==> config.mk <==
export PLATFORM = sky130hd
export DESIGN_NAME = tss_mul
export DESIGN_NICKNAME = d
export VERILOG_FILES = /design/src/rtl/tss_pkg.sv /design/src/rtl/tss_mul.sv
export SDC_FILE = /design/constraint.sdc
export NUM_CORES = 2
export LEC_CHECK = 0
export BUFFER_PORTS_ARGS = -buffer_cell sky130_fd_sc_hd__buf_2
export CAP_MARGIN = 40
export CORE_MARGIN = 10
export CORE_UTILIZATION = 55
export DETAILED_ROUTE_END_ITERATION = 8
export PLACE_DENSITY = 0.83
export SYNTH_ARGS = -nofsm -noshare
export SYNTH_HDL_FRONTEND = slang
export SYNTH_SLANG_ARGS = --single-unit
==> constraint.sdc <==
create_clock -name clk -period 8.4 [get_ports clk]
set_input_delay 1.68 -clock clk [delete_from_list [all_inputs] [get_ports clk]]
set_output_delay 1.68 -clock clk [all_outputs]
set_load 0.02 [all_outputs]
==> src/rtl/tss_pkg.sv <==
// Shared constants, types and saturation helpers for the tridiagonal solver.
// Depends on nothing; used by tss_mul, tss_div and the solver core.
package tss_pkg;

    localparam int MAX_ROWS  = 64;
    localparam int FRAC_BITS = 16;
    localparam int DATA_W    = 32;
    localparam int IDX_W     = 6;
    localparam int ADDR_W    = $clog2(MAX_ROWS);
    localparam int DIV_W     = DATA_W + FRAC_BITS;
    localparam int IN_W      = 4 * DATA_W;
    localparam int OUT_W     = 8 * ((DATA_W + IDX_W + 7) / 8);
    localparam int OUT_PAD   = OUT_W - DATA_W - IDX_W;

    typedef logic signed [DATA_W-1:0] q_t;
    typedef logic signed [DATA_W:0]   q_wide_t;

    localparam q_t Q_MAX = {1'b0, {(DATA_W-1){1'b1}}};
    localparam q_t Q_MIN = {1'b1, {(DATA_W-1){1'b0}}};

    // divider status toward the core
    typedef struct packed {
        logic busy;
        logic done;
        logic ovf;
        q_t   quot;
    } div_stat_t;

    // clamp a one-bit-wider value to the Q range
    function automatic q_t sat_wide(input q_wide_t v);
        if (v[DATA_W] != v[DATA_W-1])
            return v[DATA_W] ? Q_MIN : Q_MAX;
        else
            return q_t'(v[DATA_W-1:0]);
    endfunction

    function automatic logic ovf_wide(input q_wide_t v);
        return v[DATA_W] != v[DATA_W-1];
    endfunction

endpackage

==> src/rtl/tss_mul.sv <==
// Registered fixed-point multiplier: floor(a*b / 2^F), saturated to Q range.
// Depends on tss_pkg. The result is valid in the cycle after the operands.
module tss_mul
(
    input  logic          clk,
    input  tss_pkg::q_t   op_a,
    input  tss_pkg::q_t   op_b,
    output tss_pkg::q_t   prod,
    output logic          ovf
);

    logic signed [2*tss_pkg::DATA_W-1:0] prod_reg;
    logic signed [2*tss_pkg::DATA_W-1:0] shifted;
    logic [2*tss_pkg::DATA_W-tss_pkg::DATA_W:0] hi_bits;

    always_ff @(posedge clk)
    begin
        prod_reg <= op_a * op_b;
    end

    // arithmetic shift is the floor for negative products too
    assign shifted = prod_reg >>> tss_pkg::FRAC_BITS;
    assign hi_bits = shifted[2*tss_pkg::DATA_W-1:tss_pkg::DATA_W-1];
    assign ovf     = !((&hi_bits) || (~|hi_bits));
    assign prod    = ovf ? (shifted[2*tss_pkg::DATA_W-1] ? tss_pkg::Q_MIN : tss_pkg::Q_MAX)
                         : tss_pkg::q_t'(shifted[tss_pkg::DATA_W-1:0]);

endmodule

==> run_results.csv <==
group,metric,value,unit
cells_and_area,final_common_cell,"sky130_fd_sc_hd__fa_1",
cts,numCtsBuffers,5,
routing,wl_per_cell,20.58,um
routing,routed-via-count,28200,
placed_design,hpwl,84320,um
yosys,ys_async_sr_fraction,0,
global_route,grt-ovfl-total,0,
yosys,synth_flop_cell,"sky130_fd_sc_hd__dfxtp_1",
cts,cts_tree,"yes",
floorplan,ioPinCount,98,
yosys,synthTopCellsByArea,"sky130_fd_sc_hd__fa_1 (58%), sky130_fd_sc_hd__inv_1 (9.8%), sky130_fd_sc_hd__and2_1 (8.6%), sky130_fd_sc_hd__ha_1 (6.1%), sky130_fd_sc_hd__nand2_1 (5.2%)",
yosys,post_synth.cell_area_avg,9.478,sq um
yosys,synthDistinctLibCells,59,
routing,drt_pass1_iterations,6,
timing,hold_viol,0,
cts,clk_pin_slew,0.06,ns
worst_setup_path,critical_path.startpoint_type,"input port",
placed_design,gp_congestion,0.9484,
routing,ant_nets,0,
cts,root_buffer,"sky130_fd_sc_hd__clkbuf_16",
cells_and_area,fillerInstances,4804,
yosys,post_synthesis_sequential_element_count,48,
cells_and_area,design.final.nets,5550,
placed_design,place_worst_setup_slack,-0.6373,ns
routing,residual_drc_count,0,
timing,final.hold.worst_slack,2.514,ns
floorplan,initial_core_util,0.5535,
cts,cts.hold.buffers_added,0,
timing,grt_setup_unrepaired,"yes",
global_route,grt_util_all_layers,0.2560,
hold_path,min-delay-path-class,"flip-flop to primary output",
worst_setup_path,crit_path_max_incr_delay,0.60,ns
run_status,failing_checks,"setup timing",
global_route,busiest_layer,"met2",
timing,finalCritPeriodShare,1.012,
timing,setup_violating_endpoint_count_in_the_final_report,2,
global_route,grt_max_degree,33,
yosys,netlist.top_cell.by_area,"sky130_fd_sc_hd__fa_1",
yosys,synth_cells,3908,
floorplan,die_area,78120,sq um
yosys,synth_enable_flop_cells,0,
yosys,synth_seq_area_share,0.02594,
cts,tritoncts_num_sinks,48,
worst_setup_path,critPathMaxFanout,21,
global_route,grt_antenna_before_repair,5,
yosys,net_count_after_synthesis,5234,
routing,dr.first_iter.drc_count,2172,
timing,minimum_clock_period_after_layout,8.504,ns
placed_design,port_buffer_count,97,
routing,vias_per_cell,5.526,
routing,drt_wl_total,105000,um
cells_and_area,syn2layout_area_growth,15.79,%
yosys,yosys_warnings,0,
worst_setup_path,crit_type,"input port to flip-flop",
timing,setup_total_negative_slack,-0.1737,ns
global_route,grtUsageMet2,0.4581,
global_route,grt.met1_usage,0.2954,
job,max_cap_violations,0,
floorplan,die_w,279.5,um
timing,setup_slack,-0.1042,ns
worst_setup_path,cp.required,8.58,ns
cells_and_area,highest_count_cells_in_the_layout_ignoring_fill_and_taps,"sky130_fd_sc_hd__fa_1 (1040), sky130_fd_sc_hd__inv_1 (941), sky130_fd_sc_hd__nand2_1 (505)",
cts,cts-htree-levels,2,
worst_setup_path,critPathCaptureType,"flip-flop",
global_route,grt_pass1_wl,159600,um
floorplan,num_rows,95,
floorplan,core_footprint,66920,sq um
cells_and_area,layout-drive-gt1-share,0.1633,
timing,worst_slew_pin_slew,0.6283,ns
cells_and_area,number_of_flip_flops_in_the_largest_register,48,
run_status,outcome,"finished with violations",
worst_setup_path,cp_common_cell,"sky130_fd_sc_hd__fa_1",
cts,clock_tree.buffer_depth,2,
yosys,synth_area,37040,sq um
worst_setup_path,slowest_stage,"sky130_fd_sc_hd__fa_2",
timing,fmaxAchievable,0.1176,GHz
timing,slew_headroom,0.5804,
timing,final-max-slew-violation-count,0,
yosys,synth_top_area_share,0.5843,
global_route,vias_in_the_first_global_route,31320,
global_route,groute.layer.met3.usage,0.02979,
worst_setup_path,worst-endpoint-arrival,8.68,ns
floorplan,die-height,279.5,um
==> metal layers <==
metal | up-vias | wire length (um)
met5 | - | 14
met4 | 2 | 7941
met3 | 499 | 8332
met2 | 1444 | 53800
met1 | 14500 | 34880
li1 | 11750 | -
==> area by class of cell <==
type,instances,area (sq um),share of cell area
Inverter,963,3618,0.08437
Multi-Input combinational cell,2686,32270,0.7526
Antenna cell,4,10.01,0.0002334
Timing Repair Buffer,520,4762,0.1110
Tap cell,873,1092,0.02547
Clock buffer,5,125.1,0.002917
Clock inverter,3,42.54,0.0009919
Sequential cell,48,960.9,0.02241
==> what timing repair did <==
item,CTS,global route
resized for setup,69,231
cloned,3,14
setup endpoints to repair,24,27
pin swaps,40,173
buffers inserted,7,36
hold endpoints to repair,0,0
==> cells by family after synthesis <==
| logic type | share of synthesized area |
|---|---|
| fa+ha+maj | 0.6451 |
| simple gates | 0.1556 |
| buf+inv | 0.1190 |
| flops | 0.02594 |
| compound gates | 0.04013 |
| xor+xnor | 0.01419 |
==> critical path: cells and delay by family <==
family | cells | cell delay (ns)
fa+ha+maj | 9 | 4.41
compound gates | 7 | 1.43
buf+inv | 6 | 0.61
simple gates | 3 | 0.49
==> per-stage QoR <==
step | util | instance area (sq um) | instances
after floorplan | - | 37120 | 3908
after global placement | 0.6119 | 40950 | 5032
after detailed placement | 0.6119 | 40950 | 5032
after CTS | 0.6203 | 41510 | 5049
after global routing | 0.6408 | 42880 | 5101
final | 0.6409 | 42890 | 5102
==> worst paths after layout <==
path         start           end  slack [ns]  depth (start not counted)
min   prod_reg[63]      prod[31]        2.51                          1
max       op_b[13]  prod_reg[61]       -0.10                         25
==> synth_stat cells, types with 3 or more instances <==
library cell               count
sky130_fd_sc_hd__clkbuf_1    205
sky130_fd_sc_hd__o21a_1        8
sky130_fd_sc_hd__nand3_1      12
sky130_fd_sc_hd__nor4_1        4
sky130_fd_sc_hd__nand2_1     513
sky130_fd_sc_hd__a211o_1       3
sky130_fd_sc_hd__and2_1      510
sky130_fd_sc_hd__nand4_1      19
sky130_fd_sc_hd__xor2_1       19
sky130_fd_sc_hd__inv_1       963
sky130_fd_sc_hd__buf_1         4
sky130_fd_sc_hd__a21o_1       71
sky130_fd_sc_hd__nand2b_1     11
sky130_fd_sc_hd__xnor2_1      41
sky130_fd_sc_hd__dfxtp_1      48
sky130_fd_sc_hd__a31oi_1       4
sky130_fd_sc_hd__o211ai_1      4
sky130_fd_sc_hd__nor3_1        8
sky130_fd_sc_hd__fa_1       1081
sky130_fd_sc_hd__o21bai_1      6
sky130_fd_sc_hd__o21ai_0      32
sky130_fd_sc_hd__a21boi_0      3
sky130_fd_sc_hd__a21oi_1      54
sky130_fd_sc_hd__ha_1        180
sky130_fd_sc_hd__nor2_1       54
sky130_fd_sc_hd__nor2b_1       7
Power is left out: the tool's default activity adds up to more than one toggle a clock period on the data nets, which glitch-free logic cannot reach.
