--- src/rtl/tss_pkg.sv ---
// Shared constants, types and saturation helpers for the tridiagonal solver.
// Depends on nothing; used by tss_mul, tss_div and the solver core.
package tss_pkg;

    localparam int MAX_ROWS  = 64;
    localparam int FRAC_BITS = 16;
    localparam int DATA_W    = 32;
    localparam int IDX_W     = 6;
    localparam int ADDR_W    = $clog2(MAX_ROWS);
    localparam int DIV_W     = DATA_W + FRAC_BITS;
    localparam int IN_W      = 4 * DATA_W;
    localparam int OUT_W     = 8 * ((DATA_W + IDX_W + 7) / 8);
    localparam int OUT_PAD   = OUT_W - DATA_W - IDX_W;

    typedef logic signed [DATA_W-1:0] q_t;
    typedef logic signed [DATA_W:0]   q_wide_t;

    localparam q_t Q_MAX = {1'b0, {(DATA_W-1){1'b1}}};
    localparam q_t Q_MIN = {1'b1, {(DATA_W-1){1'b0}}};

    // divider status toward the core
    typedef struct packed {
        logic busy;
        logic done;
        logic ovf;
        q_t   quot;
    } div_stat_t;

    // clamp a one-bit-wider value to the Q range
    function automatic q_t sat_wide(input q_wide_t v);
        if (v[DATA_W] != v[DATA_W-1])
            return v[DATA_W] ? Q_MIN : Q_MAX;
        else
            return q_t'(v[DATA_W-1:0]);
    endfunction

    function automatic logic ovf_wide(input q_wide_t v);
        return v[DATA_W] != v[DATA_W-1];
    endfunction

endpackage

--- src/rtl/tss_div.sv ---
// Radix-2 restoring divider: (num * 2^F) / den, truncated toward zero, saturated.
// Depends on tss_pkg. One quotient bit per cycle, DIV_W quotient bits per divide.
module tss_div
(
    input  logic                clk,
    input  logic                rst_n,
    input  logic                start,
    input  tss_pkg::q_t         num,
    input  tss_pkg::q_t         den,
    output tss_pkg::div_stat_t  stat
);

    localparam int DW    = tss_pkg::DATA_W;
    localparam int QW    = tss_pkg::DIV_W;
    localparam int CNT_W = $clog2(QW);
    localparam logic [QW-1:0] POS_LIM = QW'({1'b0, {(DW-1){1'b1}}});
    localparam logic [QW-1:0] NEG_LIM = POS_LIM + QW'(1);

    logic             busy_reg;
    logic             done_reg;
    logic             zero_reg;
    logic             neg_reg;
    logic [CNT_W-1:0] cnt_reg;
    logic [QW-1:0]    dvd_reg;
    logic [DW-1:0]    dsr_reg;
    logic [DW-1:0]    rem_reg;
    logic [QW-1:0]    quo_reg;

    logic [DW-1:0]    num_mag;
    logic [DW-1:0]    den_mag;
    logic [DW:0]      rem_sh;
    logic [DW:0]      trial;
    logic             take;
    logic [DW-1:0]    neg_val;

    assign num_mag = num[DW-1] ? (~num + 1'b1) : num;
    assign den_mag = den[DW-1] ? (~den + 1'b1) : den;
    assign rem_sh  = {rem_reg, dvd_reg[QW-1]};
    assign trial   = rem_sh - {1'b0, dsr_reg};
    assign take    = !trial[DW];
    assign neg_val = ~quo_reg[DW-1:0] + 1'b1;

    always_ff @(posedge clk or negedge rst_n)
    begin
        if (!rst_n)
        begin
            busy_reg <= 1'b0;
            done_reg <= 1'b0;
            zero_reg <= 1'b0;
            neg_reg  <= 1'b0;
            cnt_reg  <= '0;
            dvd_reg  <= '0;
            dsr_reg  <= '0;
            rem_reg  <= '0;
            quo_reg  <= '0;
        end
        else
        begin
            done_reg <= 1'b0;
            if (start)
            begin
                if (den == '0)
                begin
                    // zero divisor: finish at once with a clamped quotient
                    zero_reg <= 1'b1;
                    neg_reg  <= num[DW-1];
                    done_reg <= 1'b1;
                    busy_reg <= 1'b0;
                end
                else
                begin
                    zero_reg <= 1'b0;
                    neg_reg  <= num[DW-1] ^ den[DW-1];
                    dvd_reg  <= {num_mag, {tss_pkg::FRAC_BITS{1'b0}}};
                    dsr_reg  <= den_mag;
                    rem_reg  <= '0;
                    quo_reg  <= '0;
                    cnt_reg  <= '0;
                    busy_reg <= 1'b1;
                end
            end
            else if (busy_reg)
            begin
                rem_reg <= take ? trial[DW-1:0] : rem_sh[DW-1:0];
                quo_reg <= {quo_reg[QW-2:0], take};
                dvd_reg <= {dvd_reg[QW-2:0], 1'b0};
                cnt_reg <= cnt_reg + 1'b1;
                if (cnt_reg == CNT_W'(QW-1))
                begin
                    busy_reg <= 1'b0;
                    done_reg <= 1'b1;
                end
            end
        end
    end

    always_comb
    begin
        stat.busy = busy_reg;
        stat.done = done_reg;
        if (zero_reg)
        begin
            stat.ovf  = 1'b1;
            stat.quot = neg_reg ? tss_pkg::Q_MIN : tss_pkg::Q_MAX;
        end
        else if (neg_reg)
        begin
            stat.ovf  = quo_reg > NEG_LIM;
            stat.quot = stat.ovf ? tss_pkg::Q_MIN : tss_pkg::q_t'(neg_val);
        end
        else
        begin
            stat.ovf  = quo_reg > POS_LIM;
            stat.quot = stat.ovf ? tss_pkg::Q_MAX : tss_pkg::q_t'(quo_reg[DW-1:0]);
        end
    end

endmodule

--- config.mk ---
export PLATFORM = sky130hd
export DESIGN_NAME = tss_div
export DESIGN_NICKNAME = d
export VERILOG_FILES = /design/src/rtl/tss_pkg.sv /design/src/rtl/tss_div.sv
export SDC_FILE = /design/constraint.sdc
export NUM_CORES = 1
export LEC_CHECK = 0
export ABC_AREA = 1
export BUFFER_PORTS_ARGS = -buffer_cell sky130_fd_sc_hd__buf_2
export CAP_MARGIN = 0
export CORE_MARGIN = 2
export CORE_UTILIZATION = 30
export DETAILED_ROUTE_END_ITERATION = 16
export GPL_TIMING_DRIVEN = 0
export REMOVE_ABC_BUFFERS = 1
export SYNTH_ARGS = -nofsm -noshare
export SYNTH_HDL_FRONTEND = slang
export SYNTH_SLANG_ARGS = --single-unit
--- constraint.sdc ---
create_clock -name clk -period 2.58 [get_ports clk]
set_clock_uncertainty 0.05 [all_clocks]
set_input_delay 0.387 -clock clk [delete_from_list [all_inputs] [get_ports clk]]
set_output_delay 0.387 -clock clk [all_outputs]
set_load 0.05 [all_outputs]
==> flow_summary.json <==
{
  "status": "finished, violations left",
  "violations": "setup timing",
  "arrival_ns": 2.32,
  "cts.sinks": 154,
  "cts_made_buffers": 17,
  "hold_ws_ns": 0.217,
  "start_kind": "flop",
  "largest_reg_flops": 48,
  "whs_path_depth": 3,
  "p_leak_nw": 7.80,
  "die-area_sq_um": 41900,
  "cp_top_family": "simple AND/OR/NAND/NOR gates",
  "synth_fa_ha_area_share_pct": 3.89,
  "slowest_delay_ns": 0.41,
  "ios": 102,
  "drt_iter0_markers": 1013,
  "hold_path_class": "in -> reg",
  "grt_use_total_pct": 18.5,
  "setup_slack_ns": -0.180,
  "synthCells": 1853,
  "grt_max_degree": 116,
  "grt_overflow": 0,
  "clk_latency_ns": 0.44,
  "fin_nets": 2076,
  "drt-total-wl_mm": 39.7,
  "crit_chain": "inv_2, nand4_1, nor2_2, nand3b_1, nor2_4, nand2_4, nand2_8, buf_6, nor2_2, a21oi_1, buf_4",
  "wl_per_cell_um": 15.8,
  "clk_pin_slew_ns": 0.08,
  "cp.required_ns": 2.14,
  "slew_viol_final": 0,
  "synth_top_family_by_area": "simple AND/OR/NAND/NOR gates",
  "dp.final_hpwl_mm": 25.4,
  "post_synth_instance_area_sq_um": 12100,
  "path_max_fanout": 7,
  "rsz0062_at_grt": "true",
  "via_per_inst": 4.95,
  "peakVddDrop_v": 0.000434,
  "relSlewSlack_pct": 52.0,
  "clk_path_buf_depth": 2,
  "yosysWarnings": 0,
  "reg2reg_setup_slack_ns": 0.11,
  "grt_pass1_vias": 11500,
  "period_share_pct": 107,
  "tightest_slew_ns": 0.720,
  "rr_endpoint": "rem_reg[26]",
  "yosys_register_bits": 154,
  "dp_slack_ns": -3.23,
  "die_h_um": 205,
  "async_flop_share_pct": 100,
  "htreeDepth": 4,
  "cts_tree": "done",
  "fmax_ghz": 0.362,
  "num_vias": 12400,
  "period_needed_ns": 2.76,
  "drive_above_1_share_pct": 19.1,
  "synth_compound_area_share_pct": 12.4,
  "synth_cell_types": 49,
  "portBuffers": 101,
  "r2r-start": "dvd_reg[47]",
  "initial_core_util_pct": 30.4,
  "root_buffer": "clkbuf_16",
  "r2r_cells": 17,
  "grt_pass1_wl_mm": 61.7,
  "synth_top_flop_cell": "dfrtp_1",
  "syn_area_per_cell_sq_um": 6.52,
  "yosysSeqAreaShare_pct": 31.9,
  "slowest_stage": "dfrtp_1",
  "path_class": "reg -> out",
  "synth-xor-area-share_pct": 5.80,
  "cpMostUsedCell": "nor2_2",
  "finalSetupViolCount": 33,
  "firstDrtPassIters": 7,
  "synthSimpleGateAreaFrac_pct": 33.8,
  "rows": 73,
  "gp_congestion": 0.934,
  "synth-edff-count": 0,
  "crit_path_end_kind": "output port",
  "hold_start": "den[11]",
  "die_w_um": 205,
  "fillers": 4116,
  "holdPathEnd": "dsr_reg[11]",
  "cp_num_buf_inv": 3,
  "synthMuxAreaShare_pct": 0,
  "area_growth_pct": 26.7,
  "p_per_area_nw_per_um2": 868,
  "core_sq_um": 39700,
  "antenna_found_initial": 2,
  "maxCapViolations": 0,
  "hold_viol": 0,
  "drtAntennaViolNets": 0,
  "drcViolationCount": 0
}
metrics by stage:
| step | total power, W | util (%) | instances | instance area, sq um | setup TNS (ns) |
|---|---|---|---|---|---|
| 2_1_floorplan | 0.00738 | - | 1788 | 11800 | -91.04 |
| 3_3_place_gp | 0.00881 | 32.5 | 2414 | 12900 | -683.57 |
| 3_5_place_dp | 0.00887 | 32.7 | 2416 | 13000 | -367.52 |
| 4_1_cts | 0.0130 | 37.5 | 2496 | 14900 | -4.39 |
| 5_1_grt | 0.0142 | 38.5 | 2510 | 15300 | -8.04 |
| 6_report | 0.0133 | 38.5 | 2510 | 15300 | -4.81 |
kinds of logic after synthesis:
group	after synthesis
XOR/XNOR	80
AO/OA/AOI/OAI	267
buffers and inverters	373
flip-flops	154
AND/OR/NAND/NOR	942
adder cells (fa/ha/maj)	37
per-layer routing:
| metal | vias to the layer above | GRT usage (%) | wire length [um] |
|---|---|---|---|
| met1 | 5837 | 26.4 | 18600 |
| met5 | - | 0 | 12 |
| met2 | 369 | 28.3 | 17400 |
| met3 | 70 | 3.96 | 2860 |
| li1 | 6148 | - | - |
| met4 | 2 | 4.55 | 738 |
worst max path at each step:
stage / from / depth (start not counted) / slack [ns] / endpoint
2_1_floorplan: start / 7 / -1.08 / dvd_reg[46]
3_3_place_gp: start / 6 / -4.01 / dvd_reg[23]
3_5_place_dp: den[0] / 11 / -3.23 / dvd_reg[24]
4_1_cts: quo_reg[0] / 11 / -0.20 / stat[25]
5_1_grt: quo_reg[6] / 8 / -0.33 / stat[28]
6_report: quo_reg[19] / 11 / -0.18 / stat[0]
Yosys cell counts, types with 20 or more instances:
| cell | number | area [sq um] |
|---|---|---|
| nor2_1 | 139 | 522 |
| o21ai_0 | 121 | 606 |
| ha_1 | 36 | 450 |
| xnor2_1 | 20 | 175 |
| dfrtp_1 | 154 | 3850 |
| nand2_1 | 552 | 2070 |
| a21oi_1 | 38 | 190 |
| nor3_1 | 28 | 140 |
| nand3_1 | 127 | 636 |
| nand4_1 | 25 | 156 |
| inv_1 | 296 | 1110 |
| clkbuf_1 | 39 | 146 |
| xor2_1 | 60 | 526 |
| o22ai_1 | 55 | 344 |
worst register-to-register path, delay by kind of cell, from the launching register on:
| family | cells | cell delay [ns] |
|---|---|---|
| adder cells (fa/ha/maj) | 2 | 0.53 |
| buffers and inverters | 3 | 0.27 |
| flip-flops | 1 | 0.40 |
| AND/OR/NAND/NOR | 12 | 1.11 |
power breakdown:
part | switching [W] | internal [W] | total, W
Clock | 0.00111 | 0.00149 | 0.00260
Sequential | 0.000309 | 0.00276 | 0.00307
Combinational | 0.00483 | 0.00280 | 0.00762
Total | 0.00625 | 0.00705 | 0.0133
cell type report:
| type | count | area (sq um) | share of cell area (%) |
|---|---|---|---|
| clock inverter | 11 | 139 | 0.907 |
| clock buffer | 20 | 457 | 2.98 |
| multi-input combinational | 1337 | 7720 | 50.4 |
| timing repair inverter | 3 | 31.3 | 0.204 |
| tap | 525 | 657 | 4.29 |
| timing repair buffer | 151 | 1250 | 8.18 |
| sequential | 154 | 3870 | 25.2 |
| inverter | 308 | 1180 | 7.73 |
| antenna | 1 | 2.50 | 0.0163 |
cells in the final DEF, fill, tap and decap left out, types with 6 or more instances in the layout:
master	instances
nor2_4	12
clkbuf_16	17
nor3_4	6
buf_2	66
dfrtp_2	7
xor2_1	53
buf_4	38
nand2_8	14
nor2_2	9
dfrtp_1	146
nand4_1	25
nand3_2	28
xnor2_1	20
nand2_4	14
ha_1	29
o21ai_1	9
o21ai_0	110
nor3_1	26
inv_2	20
nor2_1	124
o22ai_4	7
o22ai_1	47
buf_8	6
xor2_2	7
nand3_1	106
buf_12	8
nand3b_1	8
a21oi_1	37
o21ai_2	11
o31ai_1	15
nand2_2	23
clkinvlp_4	6
buf_6	31
nor4_1	6
o211ai_1	8
nand2_1	532
inv_1	282
repair_timing:
item,CTS,global route
gates cloned,11,3
hold buffers,1,0
endpoints found under the hold margin,39,0
setup endpoints to repair,186,121
pin swaps,30,30
buffers inserted,37,10
gates resized for setup,221,64
Note: power is estimated with default switching activity, not from simulation.
